$ cat src/hdl/eul_pkg.sv
// Shared types, codes and the quarter-wave sine table for the Euler point rotator.
// Has no dependencies. Every other file in hdl imports it.
package eul_pkg;

   // Step item axis codes. Any code above AXIS_HOLD changes nothing.
   typedef enum logic [2:0] {
      AXIS_PLUS_X  = 3'd0,
      AXIS_PLUS_Y  = 3'd1,
      AXIS_PLUS_Z  = 3'd2,
      AXIS_MINUS_X = 3'd3,
      AXIS_MINUS_Y = 3'd4,
      AXIS_MINUS_Z = 3'd5,
      AXIS_HOLD    = 3'd6
   } axis_code_type;

   // Item kinds carried in tuser.
   localparam logic REQ_KIND_STEP  = 1'b0;
   localparam logic REQ_KIND_POINT = 1'b1;

   localparam int AXIS_BITS  = 3;
   localparam int STEP_BITS  = 16;
   localparam logic [STEP_BITS-1:0] STEP_RESET = 16'd364;
   localparam int TABLE_LAST = 64;

   // Load enables for the two register stages of a pipelined unit.
   typedef struct packed {
      logic en_a;
      logic en_b;
   } eul_stage_en_type;

   // sin(k*pi/128) for k = 0..64, scaled by 65536.
   function automatic logic [16:0] sine_entry(input logic [6:0] idx);
      logic [16:0] v;
      case (idx)
         7'd0: v = 17'd0;      7'd1: v = 17'd1608;   7'd2: v = 17'd3216;
         7'd3: v = 17'd4821;   7'd4: v = 17'd6424;   7'd5: v = 17'd8022;
         7'd6: v = 17'd9616;   7'd7: v = 17'd11204;  7'd8: v = 17'd12785;
         7'd9: v = 17'd14359;  7'd10: v = 17'd15924; 7'd11: v = 17'd17479;
         7'd12: v = 17'd19024; 7'd13: v = 17'd20557; 7'd14: v = 17'd22078;
         7'd15: v = 17'd23586; 7'd16: v = 17'd25080; 7'd17: v = 17'd26558;
         7'd18: v = 17'd28020; 7'd19: v = 17'd29466; 7'd20: v = 17'd30893;
         7'd21: v = 17'd32303; 7'd22: v = 17'd33692; 7'd23: v = 17'd35062;
         7'd24: v = 17'd36410; 7'd25: v = 17'd37736; 7'd26: v = 17'd39040;
         7'd27: v = 17'd40320; 7'd28: v = 17'd41576; 7'd29: v = 17'd42806;
         7'd30: v = 17'd44011; 7'd31: v = 17'd45190; 7'd32: v = 17'd46341;
         7'd33: v = 17'd47464; 7'd34: v = 17'd48559; 7'd35: v = 17'd49624;
         7'd36: v = 17'd50660; 7'd37: v = 17'd51665; 7'd38: v = 17'd52639;
         7'd39: v = 17'd53581; 7'd40: v = 17'd54491; 7'd41: v = 17'd55368;
         7'd42: v = 17'd56212; 7'd43: v = 17'd57022; 7'd44: v = 17'd57798;
         7'd45: v = 17'd58538; 7'd46: v = 17'd59244; 7'd47: v = 17'd59914;
         7'd48: v = 17'd60547; 7'd49: v = 17'd61145; 7'd50: v = 17'd61705;
         7'd51: v = 17'd62228; 7'd52: v = 17'd62714; 7'd53: v = 17'd63162;
         7'd54: v = 17'd63572; 7'd55: v = 17'd63944; 7'd56: v = 17'd64277;
         7'd57: v = 17'd64571; 7'd58: v = 17'd64827; 7'd59: v = 17'd65043;
         7'd60: v = 17'd65220; 7'd61: v = 17'd65358; 7'd62: v = 17'd65457;
         7'd63: v = 17'd65516; 7'd64: v = 17'd65536;
         default: v = 17'd0;
      endcase
      return v;
   endfunction

endpackage

$ cat src/hdl/eul_rotate.sv
// Two-stage plane rotation: four products, then two rounded sums.
// Depends on eul_pkg for the stage enable struct.
module eul_rotate #(
   parameter int IN_W           = 24,
   parameter int TRIG_FRAC_BITS = 14
) (
   input  logic                             clock,
   input  eul_pkg::eul_stage_en_type        stage_en,
   input  logic signed [IN_W-1:0]           a,
   input  logic signed [IN_W-1:0]           b,
   input  logic signed [TRIG_FRAC_BITS+1:0] cos_v,
   input  logic signed [TRIG_FRAC_BITS+1:0] sin_v,
   output logic signed [IN_W+1:0]           a_out,
   output logic signed [IN_W+1:0]           b_out
);
   import eul_pkg::*;

   localparam int PROD_W = IN_W + TRIG_FRAC_BITS + 2;
   localparam int SUM_W  = PROD_W + 1;
   localparam int OUT_W  = IN_W + 2;
   localparam logic signed [SUM_W-1:0] HALF = SUM_W'(1) <<< (TRIG_FRAC_BITS - 1);

   logic signed [PROD_W-1:0] ac_ff, bs_ff, as_ff, bc_ff;
   logic signed [SUM_W-1:0]  sum_a;
   logic signed [SUM_W-1:0]  sum_b;
   logic signed [OUT_W-1:0]  a_out_ff;
   logic signed [OUT_W-1:0]  b_out_ff;

   // a' = a*c + b*s and b' = b*c - a*s, rounded half toward plus infinity.
   always_comb begin
      sum_a = (SUM_W'(ac_ff) + SUM_W'(bs_ff) + HALF) >>> TRIG_FRAC_BITS;
      sum_b = (SUM_W'(bc_ff) - SUM_W'(as_ff) + HALF) >>> TRIG_FRAC_BITS;
   end

   // Product stage, then sum stage.
   always_ff @(posedge clock) begin
      if (stage_en.en_a) begin
         ac_ff <= PROD_W'(a) * PROD_W'(cos_v);
         bs_ff <= PROD_W'(b) * PROD_W'(sin_v);
         as_ff <= PROD_W'(a) * PROD_W'(sin_v);
         bc_ff <= PROD_W'(b) * PROD_W'(cos_v);
      end
      if (stage_en.en_b) begin
         a_out_ff <= OUT_W'(sum_a);
         b_out_ff <= OUT_W'(sum_b);
      end
   end

   assign a_out = a_out_ff;
   assign b_out = b_out_ff;

endmodule

$ cat config.mk
export PLATFORM = sky130hd
export DESIGN_NAME = eul_rotate
export DESIGN_NICKNAME = d
export VERILOG_FILES = /design/src/hdl/eul_pkg.sv /design/src/hdl/eul_rotate.sv
export SDC_FILE = /design/constraint.sdc
export NUM_CORES = 2
export LEC_CHECK = 0
export BUFFER_PORTS_ARGS = -buffer_cell sky130_fd_sc_hd__buf_2
export CAP_MARGIN = 20
export CORE_MARGIN = 5
export CORE_UTILIZATION = 40
export DETAILED_ROUTE_END_ITERATION = 16
export GPL_TIMING_DRIVEN = 0
export MAX_ROUTING_LAYER = met4
export PLACE_DENSITY = 0.66
export SLEW_MARGIN = 20
export SYNTH_ARGS = -nofsm -noshare
export SYNTH_HDL_FRONTEND = slang
export SYNTH_SLANG_ARGS = --single-unit
$ cat constraint.sdc
create_clock -name clock -period 10.85 [get_ports clock]
set_input_delay 2.17 -clock clock [delete_from_list [all_inputs] [get_ports clock]]
set_output_delay 2.17 -clock clock [all_outputs]
set_load 0.05 [all_outputs]
==> flow_summary.ini <==
[outcome]
status = completed

[placement]
gp_routability_congestion = 1.03
dp.final_hpwl_microns = 182000
port_buffers = 104
post-place-cells = 9260

[worst_setup_path]
cp_data_arrival_time_ns = 10.40
worst_path_largest_cell_delay_ns = 0.90
cp_num_buf_inv = 6
worst_path_most_repeated_cell = fa_1
setup.worst_path.start_class = input port
critPathCaptureType = flop
crit_path_cell_trace = buf_2 > inv_1 > clkbuf_1 > buf_1 > nor2_1 > fa_1 > fa_1 > fa_1 > fa_1 > fa_1 > inv_1 > fa_1 > inv_1 > ha_1 > a21boi_0 > nand4_1 > o211ai_1 > and2_1 > o21ai_0 > nand2b_1 > a21oi_1 > xnor2_1
timing.critical_path.max_delay_family = adder cells
cp_slowest_cell = buf_1
critical_path_depth = 22
critical_path_required_ns = 11.15
crit_path_max_fanout = 11
path_class = in2reg
r2r.worst_path.cells = 12

[route]
drt.antenna.violating_nets = 0
detail_route.iter0.violations = 4246
met3WireLength_microns = 22000
routed_metal_1_wirelength_microns = 84300
routed-via-count = 48800
drt_drc_violations_left = 0
wl_per_cell_microns = 23.5
drtPass1Iterations = 6
highest_layer = met4
met2WireLength_microns = 95800
viasPerCell = 5.20
detail_route.wirelength_microns = 221000

[die]
die_w_microns = 415
die_area_sq_um = 172000
num_io_pins = 135
core_sq_um = 163000
initial_utilization_pct = 40.2
floorplan.die.height_microns = 415
floorplan.rows = 148

[sta]
finalHoldViolations = 0
worst-slew-pin-transition_ns = 1.35
skew_ns = 0.0342
setup-tns-final_ns = 0
slew_violations = 0
grt_setup_unrepaired = false
final_period_minus_worst_setup_slack_ns = 10.10
timing.final.setup_violations = 0
ratio_of_final_minimum_period_to_clock_period_pct = 93.1
clock.fmax_ghz = 0.0990
slew_headroom_pct = 9.88

[layout]
area_growth_syn_to_layout_pct = 7.07
final_layout_size_suffix_gt1_share_pct = 3.21
design.final.nets = 9238
finish.cell_count_without_fillers = 9381
finished_core_util_pct = 43.1

[clock_tree]
cts-htree-levels = 1
tritoncts = done
clock_sink_count = 212
clk_transition_reported_paths_ns = 0.07
cts_hold_buf = 0
cts_inserted_buffers = 30
clk-insertion-delay-late_ns = 0.66
post_cts.repair.setup_buffers = 0
ctsLongestPathBuffers = 3
cts_resized = 0
cts_root_buffer = clkbuf_16

[synth]
post_synth.cell_area_avg_sq_um = 9.38
synthesis.nets = 9098
netlist_top_cells_count = inv_1, fa_1, nand2_1
ys_seq_elements = 212
synthArstFlopShare_pct = 0
post_synth_instance_area_sq_um = 65500
yosys.cell_types.count = 82
post-synth-top-area-cell = fa_1
yosysSeqAreaShare_pct = 9.73
synth_most_common_cell = inv_1
synth_top_cells_by_area = fa_1, ha_1, inv_1
synth_cells = 6977
ys.flop_type = edfxtp_1
synth.top_cell.area_share_pct = 45.8
yosys_warnings = 0
synth-edff-count = 212

[global_routing]
grt_first_pass_wirelength_microns = 328000
antenna_found_initial = 50
grt_overflow = 0
total_routing_resource_utilization_after_global_routing_pct = 26.6
first_global_vias = 51000
grt_start_max_net_pins = 88

[flow_run]
number_of_violations_of_the_max_capacitance_limit = 0

[worst_hold_path]
min_path_cells = 2
timing.hold.worst.class = reg2reg
## cell type report
type                    count  area, sq um
well taps                2175         2720
plain buffers             314         1240
multi-input cells        4680        51200
fillers                 15900        92700
diodes                     66          165
clock buffers              32          758
repair buffers            108          607
inverters                1771         6650
flip-flops and latches    212         6370
clock inverters            23          329
## through the flow
stage	hold WS [ns]	setup WS (ns)	area [sq um]
6_report	0.809	0.749	70100
5_1_grt	0.828	0.577	70000
4_1_cts	0.824	1.05	69900
3_5_place_dp	0.773	0.389	68800
3_3_place_gp	0.808	0.0758	68700
2_1_floorplan	0.615	2.62	65500
## final timing paths
check	start	end	slack [ns]
max reg2reg	as_ff[15]$_DFFE_PP_	b_out[25]$_DFFE_PP_	6.30
max	cos_v[15]	bc_ff[29]$_DFFE_PP_	0.75
min	bs_ff[39]$_DFFE_PP_	a_out[25]$_DFFE_PP_	0.81
min reg2reg	bs_ff[39]$_DFFE_PP_	a_out[25]$_DFFE_PP_	0.81
## tightest hold or removal path: stages, from the launching register on
cell	delay [ns]
edfxtp_1	0.39
xnor2_1	0.16
xnor2_1	0.14
## cell families (layout without fill, tap and decap cells)
kind of cell,Yosys count,in the layout,synth area share [%]
adders and majority gates,2038,2038,56.1
xor gates and xnor gates,218,218,2.92
other,0,66,0
AOI/OAI and AO/OA,530,530,5.39
DFF,212,212,9.73
buffers and inverters,2085,2248,12.0
and+or+nand+nor,1893,1893,13.9
muxes,1,1,0.0172
## state kept, by name, summed over array words and instances, names as in the netlist
signal	count
a_out	26
ac_ff	40
as_ff	40
b_out	26
bc_ff	40
bs_ff	40
## cells in the final DEF (no fill, tap or decap), types with 86 or more instances in the layout
master    count
and2_1      602
fa_1       1496
nor2_1      166
ha_1        542
clkbuf_1    265
xnor2_1     156
buf_2       104
edfxtp_1    212
inv_1      1771
a21oi_1     167
nand2_1     929
a21o_1       86
## metal layers
metal,GRT usage [%],vias to the layer above
li1,-,21000
met1,32.3,25100
met2,38.7,2188
met3,7.42,483
met4,17.9,0
met5,-,-
Power is left out: the tool's default activity adds up to more than one toggle a clock period on the data nets, which glitch-free logic cannot reach.
