===== config.mk =====
export PLATFORM = sky130hd
export DESIGN_NAME = eul_trig
export DESIGN_NICKNAME = d
export VERILOG_FILES = /design/src/hdl/eul_pkg.sv /design/src/hdl/eul_trig.sv
export SDC_FILE = /design/constraint.sdc
export NUM_CORES = 1
export LEC_CHECK = 0
export ABC_AREA = 1
export BUFFER_PORTS_ARGS = -buffer_cell sky130_fd_sc_hd__buf_2
export CAP_MARGIN = 10
export CORE_AREA = 5 5 195 197
export CTS_BUF_LIST = sky130_fd_sc_hd__clkbuf_4
export CTS_CLUSTER_DIAMETER = 120
export CTS_CLUSTER_SIZE = 8
export DETAILED_ROUTE_END_ITERATION = 10
export DIE_AREA = 0 0 200 202
export GPL_ROUTABILITY_DRIVEN = 0
export HOLD_SLACK_MARGIN = 0.1
export SLEW_MARGIN = 20
export SYNTH_ARGS = -nofsm -noshare
export SYNTH_HDL_FRONTEND = slang
export SYNTH_MEMORY_MAX_BITS = 65536
export SYNTH_SLANG_ARGS = --single-unit

===== constraint.sdc =====
create_clock -name clock -period 12.2 [get_ports clock]
set_input_delay 0.61 -clock clock [delete_from_list [all_inputs] [get_ports clock]]
set_output_delay 0.61 -clock clock [all_outputs]
set_load 0.01 [all_outputs]

===== src/hdl/eul_pkg.sv =====
// Shared types, codes and the quarter-wave sine table for the Euler point rotator.
// Has no dependencies. Every other file in hdl imports it.
package eul_pkg;

   // Step item axis codes. Any code above AXIS_HOLD changes nothing.
   typedef enum logic [2:0] {
      AXIS_PLUS_X  = 3'd0,
      AXIS_PLUS_Y  = 3'd1,
      AXIS_PLUS_Z  = 3'd2,
      AXIS_MINUS_X = 3'd3,
      AXIS_MINUS_Y = 3'd4,
      AXIS_MINUS_Z = 3'd5,
      AXIS_HOLD    = 3'd6
   } axis_code_type;

   // Item kinds carried in tuser.
   localparam logic REQ_KIND_STEP  = 1'b0;
   localparam logic REQ_KIND_POINT = 1'b1;

   localparam int AXIS_BITS  = 3;
   localparam int STEP_BITS  = 16;
   localparam logic [STEP_BITS-1:0] STEP_RESET = 16'd364;
   localparam int TABLE_LAST = 64;

   // Load enables for the two register stages of a pipelined unit.
   typedef struct packed {
      logic en_a;
      logic en_b;
   } eul_stage_en_type;

   // sin(k*pi/128) for k = 0..64, scaled by 65536.
   function automatic logic [16:0] sine_entry(input logic [6:0] idx);
      logic [16:0] v;
      case (idx)
         7'd0: v = 17'd0;      7'd1: v = 17'd1608;   7'd2: v = 17'd3216;
         7'd3: v = 17'd4821;   7'd4: v = 17'd6424;   7'd5: v = 17'd8022;
         7'd6: v = 17'd9616;   7'd7: v = 17'd11204;  7'd8: v = 17'd12785;
         7'd9: v = 17'd14359;  7'd10: v = 17'd15924; 7'd11: v = 17'd17479;
         7'd12: v = 17'd19024; 7'd13: v = 17'd20557; 7'd14: v = 17'd22078;
         7'd15: v = 17'd23586; 7'd16: v = 17'd25080; 7'd17: v = 17'd26558;
         7'd18: v = 17'd28020; 7'd19: v = 17'd29466; 7'd20: v = 17'd30893;
         7'd21: v = 17'd32303; 7'd22: v = 17'd33692; 7'd23: v = 17'd35062;
         7'd24: v = 17'd36410; 7'd25: v = 17'd37736; 7'd26: v = 17'd39040;
         7'd27: v = 17'd40320; 7'd28: v = 17'd41576; 7'd29: v = 17'd42806;
         7'd30: v = 17'd44011; 7'd31: v = 17'd45190; 7'd32: v = 17'd46341;
         7'd33: v = 17'd47464; 7'd34: v = 17'd48559; 7'd35: v = 17'd49624;
         7'd36: v = 17'd50660; 7'd37: v = 17'd51665; 7'd38: v = 17'd52639;
         7'd39: v = 17'd53581; 7'd40: v = 17'd54491; 7'd41: v = 17'd55368;
         7'd42: v = 17'd56212; 7'd43: v = 17'd57022; 7'd44: v = 17'd57798;
         7'd45: v = 17'd58538; 7'd46: v = 17'd59244; 7'd47: v = 17'd59914;
         7'd48: v = 17'd60547; 7'd49: v = 17'd61145; 7'd50: v = 17'd61705;
         7'd51: v = 17'd62228; 7'd52: v = 17'd62714; 7'd53: v = 17'd63162;
         7'd54: v = 17'd63572; 7'd55: v = 17'd63944; 7'd56: v = 17'd64277;
         7'd57: v = 17'd64571; 7'd58: v = 17'd64827; 7'd59: v = 17'd65043;
         7'd60: v = 17'd65220; 7'd61: v = 17'd65358; 7'd62: v = 17'd65457;
         7'd63: v = 17'd65516; 7'd64: v = 17'd65536;
         default: v = 17'd0;
      endcase
      return v;
   endfunction

endpackage


===== src/hdl/eul_trig.sv =====
// Two-stage sine unit: quarter-wave table lookup with linear interpolation.
// Depends on eul_pkg for the sine table and the stage enable struct.
module eul_trig #(
   parameter int ANGLE_BITS     = 16,
   parameter int TRIG_FRAC_BITS = 14
) (
   input  logic                                clock,
   input  eul_pkg::eul_stage_en_type           stage_en,
   input  logic [ANGLE_BITS-1:0]               phase,
   output logic signed [TRIG_FRAC_BITS+1:0]    value
);
   import eul_pkg::*;

   localparam int SEG_BITS = ANGLE_BITS - 8;
   localparam int SEG_W    = (SEG_BITS > 0) ? SEG_BITS : 1;
   localparam int R_W      = ANGLE_BITS - 1;
   localparam int EXT_W    = 17 + SEG_BITS;
   localparam int UP       = TRIG_FRAC_BITS - (16 + SEG_BITS);
   localparam int UP_S     = (UP >= 0) ? UP : 0;
   localparam int DN_S     = (UP < 0) ? -UP : 0;
   localparam int MAG_W    = TRIG_FRAC_BITS + 1;
   localparam int WORK_W   = EXT_W + UP_S + 1;
   localparam logic [R_W-1:0]    QUARTER = R_W'(1) << (ANGLE_BITS - 2);
   localparam logic [WORK_W-1:0] HALF    = (WORK_W'(1) << DN_S) >> 1;

   logic [1:0]        quad;
   logic [R_W-1:0]    r_low;
   logic [R_W-1:0]    r;
   logic [6:0]        idx;
   logic [6:0]        idx_next;
   logic [SEG_W-1:0]  frac;
   logic [16:0]       base;
   logic [16:0]       upper;
   logic [16:0]       delta;
   logic [EXT_W-1:0]  ext_in;
   logic [EXT_W-1:0]  ext_ff;
   logic              neg_in;
   logic              neg_ff;
   logic [WORK_W-1:0] work;
   logic [MAG_W-1:0]  mag;
   logic signed [TRIG_FRAC_BITS+1:0] value_in;
   logic signed [TRIG_FRAC_BITS+1:0] value_ff;

   // Fold the phase into the first quadrant and interpolate between entries.
   always_comb begin
      quad  = phase[ANGLE_BITS-1:ANGLE_BITS-2];
      r_low = {1'b0, phase[ANGLE_BITS-3:0]};
      r     = quad[0] ? (QUARTER - r_low) : r_low;
      idx   = 7'(r >> SEG_BITS);
      idx_next = 7'(idx + 7'd1);
      frac  = (SEG_BITS > 0) ? r[SEG_W-1:0] : '0;
      base  = sine_entry(idx);
      upper = (idx < 7'(TABLE_LAST)) ? sine_entry(idx_next) : base;
      delta = upper - base;
      ext_in = (EXT_W'(base) << SEG_BITS) + EXT_W'(EXT_W'(delta) * EXT_W'(frac));
      neg_in = quad[1];
   end

   // Rescale to the output fraction width, rounding half up, and apply the sign.
   always_comb begin
      if (UP >= 0) begin
         work = WORK_W'(ext_ff) << UP_S;
      end else begin
         work = (WORK_W'(ext_ff) + HALF) >> DN_S;
      end
      mag = work[MAG_W-1:0];
      value_in = neg_ff ? -$signed({1'b0, mag}) : $signed({1'b0, mag});
   end

   // Pipeline registers.
   always_ff @(posedge clock) begin
      if (stage_en.en_a) begin
         ext_ff <= ext_in;
         neg_ff <= neg_in;
      end
      if (stage_en.en_b) begin
         value_ff <= value_in;
      end
   end

   assign value = value_ff;

endmodule


==> flow_metrics.py <==
metrics = {
    "synthesis": {
        "synth_top_area_frac": 0.198,
        "synth_area_leaders": "fa_1 20%, nand2_1 17%, ha_1 10%",
        "synth_seq_area_share": 0.0933,
        "synth_top_flop_cell": "edfxtp_1",
        "ys_warn_count": 0,
        "async_flop_share": 0,
        "postSynthCellCount": 1635,
        "yosysTopAreaCell": "fa_1",
        "syn-num-nets": 1846,
        "ys_ff_latch": 33,
        "syn_area_um2": 10600,
        "syn_area_per_cell_um2": 6.49,
        "synth_edf_count": 33,
        "synth.distinct_cells": 48,
    },
    "finish": {
        "fin_util": 0.309,
        "area.growth.synth_to_final_pct": 5.15,
        "stdcell_count": 2100,
        "nNetsFinal": 1843,
        "n_antenna_cell": 0,
        "layout-drive-gt1-share": 0.0637,
    },
    "drt": {
        "wl_met3_um": 2440,
        "drt_pass1_iterations": 7,
        "ant_nets": 0,
        "dr_total_vias": 10500,
        "viasPerCell": 5.02,
        "drc_errors": 0,
        "wl_met1_um": 13000,
        "drt_wl_total_um": 31500,
        "top_layer": "met4",
        "wl_met2_um": 14900,
        "wire_per_inst_um": 15.0,
        "drt-initial-drc-count": 1031,
    },
    "place": {
        "dp_hpwl_um": 25700,
        "dp_cells": 2093,
        "numPortBuffers": 34,
        "post-place-ws_ps": 1470,
    },
    "floorplanning": {
        "placement_rows": 70,
        "ios": 35,
        "dieHeight_um": 202,
        "fp.dieW_um": 200,
        "core_um2": 36100,
        "dieArea_um2": 40400,
        "start_util": 0.294,
    },
    "clock_network": {
        "cts_buffer_depth": 2,
        "cts_tree": "yes",
        "cts_max_level": 2,
        "clk_latency_ps": 350,
        "cts-root-buf": "clkbuf_4",
        "clock_sinks": 33,
        "path_clk_slew_ps": 80,
        "post_cts_buffers": 0,
        "ctsHoldBuffers": 0,
        "cts_resized": 0,
        "cts_made_buffers": 5,
    },
    "timing": {
        "slew_viol_final": 0,
        "slew_headroom": 0.377,
        "worst_slack_ps": 1720,
        "finalSetupViolations": 0,
        "fmax_mhz": 95.4,
        "rsz0062_at_grt": "no",
        "fin_worst_skew_ps": 17.9,
        "finalCritPeriodShare": 0.859,
        "worst_slew_pin_slew_ps": 935,
        "finalHoldViolCount": 0,
        "fin_tns_setup_ps": 0,
        "period_minus_slack_ps": 10480,
    },
    "critical_path": {
        "cp-start-kind": "input pin",
        "crit_slowest_cell": "ha_1",
        "crit_path_end_kind": "flop",
        "cpMostUsedCell": "nand2_1",
        "worstSetupPathType": "in2reg",
        "critPathMaxFanout": 31,
        "arrival_ps": 10570,
        "cp.required_ps": 12290,
        "cpPeakStageDelay_ps": 940,
    },
    "global_routing": {
        "grt_max_degree": 41,
        "grt_pass1_wl_um": 51400,
        "antenna_found_initial": 0,
        "grt_pass1_vias": 10200,
        "grt-ovfl-total": 0,
        "grt_use_total": 0.152,
    },
    "hold_path": {
        "hp-class": "in2reg",
    },
    "status": {
        "status": "finished clean",
    },
    "run": {
        "cap_viol_max_count": 0,
    },
}
[synthesized netlist by cell type, drive strengths merged (17+ instances only)]
master,instances
o21ai,79
inv,259
edfxtp,33
nand3,139
fa,105
ha,87
a21oi,77
nand2,484
buf,35
nor2,179
xor2,32
nand4,17
or2,18
xnor2,20
[final cells by class]
type	count	area, um2
Clock buffer	6	45.0
Clock inverter	1	3.75
Fill cell	3991	24900
Inverter	266	1000
Multi-Input combinational cell	1290	8350
Sequential cell	33	991
Tap cell	468	586
Timing Repair Buffer	36	185
[per-layer routing]
metal,global-route usage,up-vias
met3,0.0160,100
li1,-,5140
met5,0,-
met1,0.203,4800
met4,0.0425,0
met2,0.260,497
[kinds of logic after synthesis]
logic type / Yosys count / synth area share
flip-flops: 33 / 0.0933
AO/OA/AOI/OAI: 189 / 0.0983
adder cells (fa/ha/maj): 192 / 0.301
AND/OR/NAND/NOR: 857 / 0.345
XOR/XNOR: 52 / 0.0429
buffers and inverters: 312 / 0.120
[final timing paths]
check                                  end  depth (start not counted)  slack (ps)       start
worst min register to register    value[0]                          1         650   ext_ff[9]
worst max-delay path            ext_ff[23]                         40        1720    phase[0]
worst max register to register   value[12]                         10        9750  ext_ff[10]
worst min-delay path                neg_ff                          1         460   phase[15]
[state kept, by name, indices dropped and copies added, names as in the netlist]
signal,cells
ext_ff,16
value,16
neg_ff,1
[metrics by stage]
step                      area, um2  hold slack, ps
after floorplan               10600             581
after global placement        11100             612
after detailed placement      11100             629
after CTS                     11200             463
after global routing          11200             464
final                         11200             460
[layout by cell type, fill, tap and decap left out, types with 8 or more instances in the layout]
| cell type | count |
|---|---|
| a21oi_1 | 76 |
| buf_2 | 34 |
| clkinv_1 | 8 |
| edfxtp_1 | 33 |
| fa_1 | 105 |
| ha_1 | 87 |
| inv_1 | 248 |
| inv_2 | 10 |
| nand2_1 | 470 |
| nand2_2 | 9 |
| nand3_1 | 132 |
| nand4_1 | 16 |
| nor2_1 | 171 |
| o21ai_0 | 68 |
| o21ai_1 | 11 |
| or2_2 | 18 |
| xnor2_1 | 20 |
| xor2_1 | 32 |
[critical path, delay by kind of cell]
family | cells | cell delay (ps)
adders and majority gates | 10 | 4660
and+or+nand+nor | 15 | 1920
AOI/OAI and AO/OA | 7 | 1400
buffers and inverters | 6 | 1340
xor gates and xnor gates | 2 | 600
Power is not shown: default switching activity piles up to over one toggle a cycle in this logic, so the estimate is an artifact.
